$ cat config.mk
export PLATFORM = sky130hd
export DESIGN_NAME = max_heap_priority_queue_top
export DESIGN_NICKNAME = d
export VERILOG_FILES = /design/src/hw/rtl/mhpq_pkg.sv /design/src/hw/rtl/mhpq_mem.sv /design/src/hw/rtl/mhpq_cmp.sv /design/src/hw/rtl/mhpq_ctrl.sv /design/src/hw/rtl/max_heap_priority_queue_top.sv
export SDC_FILE = /design/constraint.sdc
export NUM_CORES = 2
export LEC_CHECK = 0
export BUFFER_PORTS_ARGS = -buffer_cell sky130_fd_sc_hd__buf_4
export CAP_MARGIN = 10
export CORE_MARGIN = 5
export CORE_UTILIZATION = 50
export DETAILED_ROUTE_END_ITERATION = 16
export GPL_TIMING_DRIVEN = 0
export HOLD_SLACK_MARGIN = 0.06
export PLACE_DENSITY = 0.67
export SYNTH_ARGS = -nofsm -noshare
export SYNTH_HDL_FRONTEND = slang
export SYNTH_SLANG_ARGS = --single-unit
$ cat constraint.sdc
create_clock -name clock -period 14.4 [get_ports clock]
set_input_delay 0 -clock clock [delete_from_list [all_inputs] [get_ports clock]]
set_output_delay 0 -clock clock [all_outputs]
set_load 0.01 [all_outputs]
$ cat src/hw/rtl/mhpq_pkg.sv
package mhpq_pkg;

   localparam int DATA_W = 32;
   localparam int CNT_W  = 7;
   localparam int STAT_W = 2;

   localparam logic              CMD_INSERT = 1'b0;
   localparam logic              CMD_DELETE = 1'b1;

   localparam logic [STAT_W-1:0] STATUS_DONE      = 2'd0;
   localparam logic [STAT_W-1:0] STATUS_FULL      = 2'd1;
   localparam logic [STAT_W-1:0] STATUS_NOT_FOUND = 2'd2;

   // register word index (byte address bit 2)
   localparam logic              REG_CAPACITY = 1'b0;
   localparam logic [CNT_W-1:0]  CAP_RESET    = 7'd64;

   typedef enum logic [3:0] {
      ST_IDLE,
      ST_SCAN,
      ST_DEL_LD,
      ST_UP_RD,
      ST_UP_CMP,
      ST_DN_L,
      ST_DN_R,
      ST_DN_CMP,
      ST_DN_DEC
   } state_type;

   typedef struct packed {
      logic [DATA_W-1:0] a;
      logic [DATA_W-1:0] b;
   } cmp_req_type;

   typedef struct packed {
      logic gt;   // signed a > b
      logic eq;
   } cmp_res_type;

endpackage

$ cat src/hw/rtl/mhpq_mem.sv
module mhpq_mem #(
   parameter int DEPTH = 64
) (
   input  logic                              clock,
   input  logic                              we,
   input  logic [$clog2(DEPTH)-1:0]          waddr,
   input  logic [mhpq_pkg::DATA_W-1:0]       wdata,
   input  logic [$clog2(DEPTH)-1:0]          raddr,
   output logic [mhpq_pkg::DATA_W-1:0]       rdata
);

   logic [mhpq_pkg::DATA_W-1:0] heap_mem_ff [DEPTH];
   logic [mhpq_pkg::DATA_W-1:0] rdata_ff;

   always_ff @(posedge clock) begin
      if (we) begin
         heap_mem_ff[waddr] <= wdata;
      end
      rdata_ff <= heap_mem_ff[raddr];
   end

   assign rdata = rdata_ff;

endmodule

$ cat src/hw/rtl/mhpq_cmp.sv
module mhpq_cmp (
   input  mhpq_pkg::cmp_req_type req,
   output mhpq_pkg::cmp_res_type res
);

   always_comb begin
      res.gt = $signed(req.a) > $signed(req.b);
      res.eq = req.a == req.b;
   end

endmodule

$ cat src/hw/rtl/mhpq_ctrl.sv
module mhpq_ctrl #(
   parameter int DEPTH = 64
) (
   input  logic                               clock,
   input  logic                               reset,
   input  logic                               start,
   input  logic                               cmd,
   input  logic [mhpq_pkg::DATA_W-1:0]        value,
   input  logic [mhpq_pkg::CNT_W-1:0]         capacity,
   output logic                               busy,
   output logic                               mem_we,
   output logic [$clog2(DEPTH)-1:0]           mem_waddr,
   output logic [mhpq_pkg::DATA_W-1:0]        mem_wdata,
   output logic [$clog2(DEPTH)-1:0]           mem_raddr,
   input  logic [mhpq_pkg::DATA_W-1:0]        mem_rdata,
   output mhpq_pkg::cmp_req_type              cmp_req,
   input  mhpq_pkg::cmp_res_type              cmp_res,
   output logic                               rsp_valid,
   output logic [mhpq_pkg::STAT_W-1:0]        rsp_status,
   output logic [mhpq_pkg::CNT_W-1:0]         rsp_count,
   output logic [mhpq_pkg::DATA_W-1:0]        rsp_max_value,
   output logic                               rsp_empty_res
);

   localparam int AW = $clog2(DEPTH);
   localparam int XW = ((AW > mhpq_pkg::CNT_W) ? AW : mhpq_pkg::CNT_W) + 2;

   mhpq_pkg::state_type state_ff, state_in;

   logic [mhpq_pkg::CNT_W-1:0]  count_ff, count_in;
   logic [mhpq_pkg::CNT_W-1:0]  scan_ff, scan_in;
   logic [AW-1:0]               pos_ff, pos_in;
   logic [AW-1:0]               chk_idx_ff, chk_idx_in;
   logic [AW-1:0]               best_ff, best_in;
   logic                        chk_vld_ff, chk_vld_in;
   logic                        ins_ff, ins_in;
   logic [mhpq_pkg::DATA_W-1:0] val_ff, val_in;
   logic [mhpq_pkg::DATA_W-1:0] key_ff, key_in;
   logic [mhpq_pkg::DATA_W-1:0] bestv_ff, bestv_in;
   logic [mhpq_pkg::DATA_W-1:0] root_ff, root_in;

   logic                        rsp_valid_ff, rsp_valid_in;
   logic [mhpq_pkg::STAT_W-1:0] rsp_status_ff, rsp_status_in;
   logic [mhpq_pkg::CNT_W-1:0]  rsp_count_ff, rsp_count_in;
   logic [mhpq_pkg::DATA_W-1:0] rsp_max_ff, rsp_max_in;
   logic                        rsp_empty_ff, rsp_empty_in;

   logic [XW-1:0] count_x, pos_x, scan_x, limit_x, cap_x, lchild_x, rchild_x;
   logic [XW-1:0] last_x;
   logic [AW-1:0] parent;
   logic          fin;
   logic [mhpq_pkg::STAT_W-1:0] fin_status;

   always_comb begin
      count_x  = XW'(count_ff);
      pos_x    = XW'(pos_ff);
      scan_x   = XW'(scan_ff);
      cap_x    = XW'(capacity);
      limit_x  = (cap_x < XW'(DEPTH)) ? cap_x : XW'(DEPTH);
      lchild_x = (pos_x << 1) + XW'(1);
      rchild_x = lchild_x + XW'(1);
      last_x   = count_x - XW'(1);
      parent   = (pos_ff - AW'(1)) >> 1;
   end

   always_ff @(posedge clock) begin
      if (reset) begin
         state_ff     <= mhpq_pkg::ST_IDLE;
         count_ff     <= '0;
         rsp_valid_ff <= 1'b0;
      end else begin
         state_ff     <= state_in;
         count_ff     <= count_in;
         rsp_valid_ff <= rsp_valid_in;
      end
   end

   always_ff @(posedge clock) begin
      scan_ff       <= scan_in;
      pos_ff        <= pos_in;
      chk_idx_ff    <= chk_idx_in;
      chk_vld_ff    <= chk_vld_in;
      best_ff       <= best_in;
      ins_ff        <= ins_in;
      val_ff        <= val_in;
      key_ff        <= key_in;
      bestv_ff      <= bestv_in;
      root_ff       <= root_in;
      rsp_status_ff <= rsp_status_in;
      rsp_count_ff  <= rsp_count_in;
      rsp_max_ff    <= rsp_max_in;
      rsp_empty_ff  <= rsp_empty_in;
   end

   always_comb begin
      state_in   = state_ff;
      count_in   = count_ff;
      scan_in    = scan_ff;
      pos_in     = pos_ff;
      chk_idx_in = chk_idx_ff;
      chk_vld_in = chk_vld_ff;
      best_in    = best_ff;
      ins_in     = ins_ff;
      val_in     = val_ff;
      key_in     = key_ff;
      bestv_in   = bestv_ff;

      mem_we     = 1'b0;
      mem_waddr  = pos_ff;
      mem_wdata  = val_ff;
      mem_raddr  = scan_x[AW-1:0];
      cmp_req.a  = mem_rdata;
      cmp_req.b  = key_ff;
      fin        = 1'b0;
      fin_status = mhpq_pkg::STATUS_DONE;

      case (state_ff)
         mhpq_pkg::ST_IDLE: begin
            if (start) begin
               if (cmd == mhpq_pkg::CMD_INSERT) begin
                  if (count_x >= limit_x) begin
                     fin        = 1'b1;
                     fin_status = mhpq_pkg::STATUS_FULL;
                  end else begin
                     val_in   = value;
                     pos_in   = count_x[AW-1:0];
                     count_in = count_ff + mhpq_pkg::CNT_W'(1);
                     ins_in   = 1'b1;
                     state_in = mhpq_pkg::ST_UP_RD;
                  end
               end else begin
                  key_in     = value;
                  scan_in    = '0;
                  chk_vld_in = 1'b0;
                  ins_in     = 1'b0;
                  state_in   = mhpq_pkg::ST_SCAN;
               end
            end
         end
         // one read issued and one entry checked per cycle
         mhpq_pkg::ST_SCAN: begin
            if (chk_vld_ff && cmp_res.eq) begin
               count_in = count_ff - mhpq_pkg::CNT_W'(1);
               if (XW'(chk_idx_ff) == last_x) begin
                  fin      = 1'b1;
                  state_in = mhpq_pkg::ST_IDLE;
               end else begin
                  mem_raddr = last_x[AW-1:0];
                  pos_in    = chk_idx_ff;
                  state_in  = mhpq_pkg::ST_DEL_LD;
               end
            end else if (scan_x >= count_x) begin
               fin        = 1'b1;
               fin_status = mhpq_pkg::STATUS_NOT_FOUND;
               state_in   = mhpq_pkg::ST_IDLE;
            end else begin
               chk_vld_in = 1'b1;
               chk_idx_in = scan_x[AW-1:0];
               scan_in    = scan_ff + mhpq_pkg::CNT_W'(1);
            end
         end
         mhpq_pkg::ST_DEL_LD: begin
            val_in   = mem_rdata;
            state_in = mhpq_pkg::ST_UP_RD;
         end
         mhpq_pkg::ST_UP_RD: begin
            if (pos_ff == '0) begin
               if (ins_ff) begin
                  mem_we   = 1'b1;
                  fin      = 1'b1;
                  state_in = mhpq_pkg::ST_IDLE;
               end else begin
                  state_in = mhpq_pkg::ST_DN_L;
               end
            end else begin
               mem_raddr = parent;
               state_in  = mhpq_pkg::ST_UP_CMP;
            end
         end
         mhpq_pkg::ST_UP_CMP: begin
            cmp_req.a = val_ff;
            cmp_req.b = mem_rdata;
            if (cmp_res.gt) begin
               // parent moves down into the hole
               mem_we    = 1'b1;
               mem_wdata = mem_rdata;
               pos_in    = parent;
               state_in  = mhpq_pkg::ST_UP_RD;
            end else if (ins_ff) begin
               mem_we   = 1'b1;
               fin      = 1'b1;
               state_in = mhpq_pkg::ST_IDLE;
            end else begin
               state_in = mhpq_pkg::ST_DN_L;
            end
         end
         mhpq_pkg::ST_DN_L: begin
            if (lchild_x >= count_x) begin
               mem_we   = 1'b1;
               fin      = 1'b1;
               state_in = mhpq_pkg::ST_IDLE;
            end else begin
               mem_raddr = lchild_x[AW-1:0];
               state_in  = mhpq_pkg::ST_DN_R;
            end
         end
         mhpq_pkg::ST_DN_R: begin
            best_in  = lchild_x[AW-1:0];
            bestv_in = mem_rdata;
            if (rchild_x < count_x) begin
               mem_raddr = rchild_x[AW-1:0];
               state_in  = mhpq_pkg::ST_DN_CMP;
            end else begin
               state_in = mhpq_pkg::ST_DN_DEC;
            end
         end
         mhpq_pkg::ST_DN_CMP: begin
            cmp_req.a = mem_rdata;
            cmp_req.b = bestv_ff;
            if (cmp_res.gt) begin
               best_in  = rchild_x[AW-1:0];
               bestv_in = mem_rdata;
            end
            state_in = mhpq_pkg::ST_DN_DEC;
         end
         mhpq_pkg::ST_DN_DEC: begin
            cmp_req.a = bestv_ff;
            cmp_req.b = val_ff;
            mem_we    = 1'b1;
            if (cmp_res.gt) begin
               // larger child moves up into the hole
               mem_wdata = bestv_ff;
               pos_in    = best_ff;
               state_in  = mhpq_pkg::ST_DN_L;
            end else begin
               fin      = 1'b1;
               state_in = mhpq_pkg::ST_IDLE;
            end
         end
         default: begin
            state_in = mhpq_pkg::ST_IDLE;
         end
      endcase

      // shadow copy of the root slot
      root_in = (mem_we && mem_waddr == '0) ? mem_wdata : root_ff;

      rsp_valid_in  = fin;
      rsp_status_in = fin_status;
      rsp_count_in  = count_in;
      rsp_empty_in  = count_in == '0;
      rsp_max_in    = (count_in == '0) ? '0 : root_in;
   end

   assign busy          = state_ff != mhpq_pkg::ST_IDLE;
   assign rsp_valid     = rsp_valid_ff;
   assign rsp_status    = rsp_status_ff;
   assign rsp_count     = rsp_count_ff;
   assign rsp_max_value = rsp_max_ff;
   assign rsp_empty_res = rsp_empty_ff;

endmodule

$ cat src/hw/rtl/max_heap_priority_queue_top.sv
// Binary max-heap of signed 32-bit values. A transaction is taken at a rising
// edge with start high and busy low; req_cmd selects insert or delete of one
// occurrence of req_value. Every transaction gives exactly one result, shown
// for a single cycle with rsp_valid: status (done, full, not found), the new
// count, the current maximum (0 when empty) and an empty flag. The receiver
// cannot stall, so rsp_valid must be sampled whenever it is high. busy stays
// high while a transaction is in work, so only one is handled at a time.
// An insert into a full heap answers in the cycle after acceptance. Any other
// insert opens a hole at the end, moves parents down into it while the new
// value is larger, then writes the value into the hole. A delete first scans
// the heap for the value at one entry per cycle, then reloads the last entry
// into the freed slot and sifts it up or down. The longest case is a hit on
// the next-to-last entry whose replacement rises to the root. All of this is
// set by the heap RAM (one write port and one registered read port, one read
// per cycle) and the one shared signed comparator. The heap RAM needs no
// clearing: only entries below count are ever used. capacity (byte address 0,
// reset 64) caps the number of entries in use at min(capacity, DEPTH); write
// it only while the queue is idle. Lowering it below the count keeps held
// entries.
module max_heap_priority_queue_top #(
   parameter int DEPTH = 64
) (
   input  logic                          clock,
   input  logic                          reset,
   // command channel
   input  logic                          start,
   output logic                          busy,
   input  logic                          req_cmd,
   input  logic signed [31:0]            req_value,
   // result channel
   output logic                          rsp_valid,
   output logic [1:0]                    rsp_status,
   output logic [6:0]                    rsp_count,
   output logic signed [31:0]            rsp_max_value,
   output logic                          rsp_empty_res,
   // register port
   input  logic                          psel,
   input  logic                          penable,
   input  logic                          pwrite,
   input  logic [2:0]                    paddr,
   input  logic [31:0]                   pwdata,
   output logic [31:0]                   prdata,
   output logic                          pready
);

   logic [mhpq_pkg::CNT_W-1:0]  capacity_ff, capacity_in;
   logic                        csr_wr;

   logic                        mem_we;
   logic [$clog2(DEPTH)-1:0]    mem_waddr;
   logic [mhpq_pkg::DATA_W-1:0] mem_wdata;
   logic [$clog2(DEPTH)-1:0]    mem_raddr;
   logic [mhpq_pkg::DATA_W-1:0] mem_rdata;

   mhpq_pkg::cmp_req_type       cmp_req;
   mhpq_pkg::cmp_res_type       cmp_res;

   logic [mhpq_pkg::DATA_W-1:0] rsp_max_raw;

   // register port: zero wait states, bit 2 of the byte address picks the word
   assign pready = 1'b1;
   assign csr_wr = psel && penable && pwrite && (paddr[2] == mhpq_pkg::REG_CAPACITY);

   always_comb begin
      capacity_in = csr_wr ? pwdata[mhpq_pkg::CNT_W-1:0] : capacity_ff;
      prdata      = (paddr[2] == mhpq_pkg::REG_CAPACITY) ? 32'(capacity_ff) : '0;
   end

   always_ff @(posedge clock) begin
      if (reset) begin
         capacity_ff <= mhpq_pkg::CAP_RESET;
      end else begin
         capacity_ff <= capacity_in;
      end
   end

   mhpq_ctrl #(
      .DEPTH(DEPTH)
   ) u_ctrl (
      .clock         (clock),
      .reset         (reset),
      .start         (start),
      .cmd           (req_cmd),
      .value         (req_value),
      .capacity      (capacity_ff),
      .busy          (busy),
      .mem_we        (mem_we),
      .mem_waddr     (mem_waddr),
      .mem_wdata     (mem_wdata),
      .mem_raddr     (mem_raddr),
      .mem_rdata     (mem_rdata),
      .cmp_req       (cmp_req),
      .cmp_res       (cmp_res),
      .rsp_valid     (rsp_valid),
      .rsp_status    (rsp_status),
      .rsp_count     (rsp_count),
      .rsp_max_value (rsp_max_raw),
      .rsp_empty_res (rsp_empty_res)
   );

   assign rsp_max_value = $signed(rsp_max_raw);

   mhpq_mem #(
      .DEPTH(DEPTH)
   ) u_mem (
      .clock (clock),
      .we    (mem_we),
      .waddr (mem_waddr),
      .wdata (mem_wdata),
      .raddr (mem_raddr),
      .rdata (mem_rdata)
   );

   // single shared comparator for scan, sift-up and sift-down
   mhpq_cmp u_cmp (
      .req (cmp_req),
      .res (cmp_res)
   );

endmodule

==> metrics <==
outcome finished, violations left; violated checks max-capacitance violations, max-slew violations; DR vias 62400; share of cells above drive strength 1 0.125; Fmax 92.0 MHz; die area 192000 um^2; root buf cell clkbuf_16; first-pass GRT wire length 422000 um; GRT overflow 0; io pins 151; most common cell after layout, fill and taps aside edfxtp_1; Die H 438 um; count of pins over their slew limit 4; DR iter-0 viols 9079; Setup Crit Path Kind reg2reg; post-route minimum period 10.87 ns; Layout Skew 0.0483 ns; final period utilization 0.755; PD cells 223 nW/um^2; clk buf depth 3; vias in the first global route 59300; Worst-Skew Late Latency 0.88 ns; Leakage Power 37.1 nW; Tot Pwr 24.0 mW; Pre-antenna DRT Iters 8; Syn Area/Cell 13.6 um^2; Starting Density 0.501; initial antenna violation count 27; HP Class in2reg; IO buf count 96; placed cells 9452; Synth Instances 6727; measured slew at the worst slew-check pin 1.52 ns; WL/cell 30.1 um; core box area 183000 um^2; Layout Area Growth over Synthesis 18.0%; RSZ-0062 raised after global routing no; commonest non-fill, non-tap cells in the layout edfxtp_1 (2171), nand2_1 (1406), a21oi_1 (1038); pre-CTS setup slack 4.09 ns; Final GP Congestion 1.03; Main synth FF type edfxtp_1; final setup margin 3.53 ns; Clock transition at path regs 0.07 ns; hold-fix buffers at CTS 97; flops & latches, synth 2296; drt drc 0; Post-synth ARST share 0; critical-path maximum fanout 11; hold slack 0.154 ns; DP HPWL 211000 um; H-tree depth 4; Setup crit end kind flop; Post-synth EDFFs 2171; worst relative slew slack -0.0106; CTS tree built; GR Util All Layers 0.306; fin cells 9990; die width 438 um; WL final 301000 um; pin count of the biggest net entering global routing 47; post-route setup TNS 0 ns; Resize count post-CTS 0; setup bufs post-CTS 0; WP data arrival 11.56 ns; Setup-failing EPs final 0; clock sinks 2296; Num CTS Buffers 220; endpoints failing hold 0; Yosys Warn Count 0; Max Cap Violations 1; Yosys cell types 81; Max rail drop VDD 160 uV; CP startpoint kind flop; Row Count 157; WP data required 15.09 ns; final net count 7530; DR vias/cell 6.25; post-synthesis sequential area ratio 0.740; DRT antenna net count 0; Netlist Area Pre-Place 91500 um^2
## stage by stage
stage          area [um^2]  utilization
4_1_cts             108000        0.590
5_1_grt             108000        0.591
3_5_place_dp         99700        0.546
3_3_place_gp         95300        0.522
6_report            108000        0.591
2_1_floorplan        91600            -
## kinds of logic (layout without fill, tap and decap cells)
kind of cell	after synthesis	after routing	share of synthesized area
adder cells (fa/ha/maj)	63	63	0.00861
multiplexers	302	302	0.0335
other	2	55	0.0000820
XOR/XNOR	30	30	0.00302
buffers and inverters	482	1307	0.0238
flip-flops	2296	2296	0.740
AO/OA/AOI/OAI	1592	1592	0.101
AND/OR/NAND/NOR	1960	1960	0.0902
## critical path, stage by stage, from the launching register on
cell and delay, ns:
dfxtp_1 0.40, clkbuf_1 0.37, nor4b_1 0.98, clkbuf_1 0.56, buf_1 0.65, buf_1 0.51
a222oi_1 0.18, nand2_1 0.13, o21ai_0 0.09, ha_1 0.33, nand4_1 0.17, nor4_1 0.54
nand4_1 0.34, buf_2 0.30, or3_1 0.45, nor3_1 0.25, o221ai_1 0.18, buf_2 0.31
nand4_1 0.86, buf_2 0.62, buf_2 0.36, a21oi_1 0.07, nor4_1 0.77, a21oi_1 0.48
or4_1 0.74
## power breakdown
| part | internal [mW] | total, mW | switching (mW) | leakage, nW |
|---|---|---|---|---|
| Clock | 3.20 | 5.71 | 2.51 | 3.47 |
| Sequential | 8.03 | 8.23 | 0.202 | 20.6 |
| Combinational | 2.64 | 10.1 | 7.46 | 13.1 |
## metal layers
metal  up-vias  share of wire  track usage  wire length [um]
li1      26600              -            -                 -
met1     30700           0.37        0.407            111000
met2      4313           0.43        0.446            130000
met3       772           0.13       0.0837             38200
met4         8          0.074        0.198             22100
met5         -        0.00038            0               115
## Yosys cell counts (all sizes together) (33+ instances only)
| library cell | count | area (um^2) |
|---|---|---|
| a21oi | 1038 | 5190 |
| a22oi | 192 | 1440 |
| buf | 192 | 1090 |
| clkbuf | 262 | 983 |
| dfxtp | 125 | 2500 |
| edfxtp | 2171 | 65200 |
| ha | 63 | 788 |
| mux2i | 270 | 2700 |
| nand2 | 1406 | 5280 |
| nor2 | 204 | 768 |
| nor3 | 65 | 330 |
| nor4 | 136 | 857 |
| o21ai | 53 | 265 |
| o22ai | 134 | 838 |
| o2bb2ai | 33 | 289 |
| or4 | 36 | 270 |
## worst paths after layout
check	startpoint	cells after the start	slack, ns	endpoint
max	u_ctrl.state_ff[2]	24	3.53	u_mem.rdata[5]
min	reset	3	0.15	u_ctrl.count_ff[5]
max reg2reg	u_ctrl.state_ff[2]	24	3.53	u_mem.rdata[5]
min reg2reg	u_ctrl.root_ff[26]	2	0.46	u_ctrl.root_ff[26]
## layout make-up
type                            count  area (um^2)
Inverter                           28          105
Buffer                            454         2080
Tap cell                         2385         2980
Sequential cell                  2296        67700
Clock buffer                      281         5980
Multi-Input combinational cell   3973        22800
Antenna cell                       29         72.6
Clock inverter                    124         1100
Timing Repair Buffer              420         5140
Fill cell                       13800        74700
## sequential cells by signal, summed over array words and instances (netlist names), 2 cells and up
signal,flops
u_ctrl.state_ff,4
u_ctrl.key_ff,32
u_ctrl.best_ff,6
u_mem.heap_mem_ff,2048
u_ctrl.rsp_count,7
u_ctrl.rsp_max_value,32
u_ctrl.mem_waddr,6
u_ctrl.count_ff,7
u_ctrl.chk_idx_ff,6
u_ctrl.rsp_status,2
u_mem.rdata,32
u_ctrl.bestv_ff,32
u_ctrl.val_ff,32
capacity_ff,7
u_ctrl.scan_ff,7
u_ctrl.root_ff,32
Note: power is estimated with default switching activity, not from simulation.
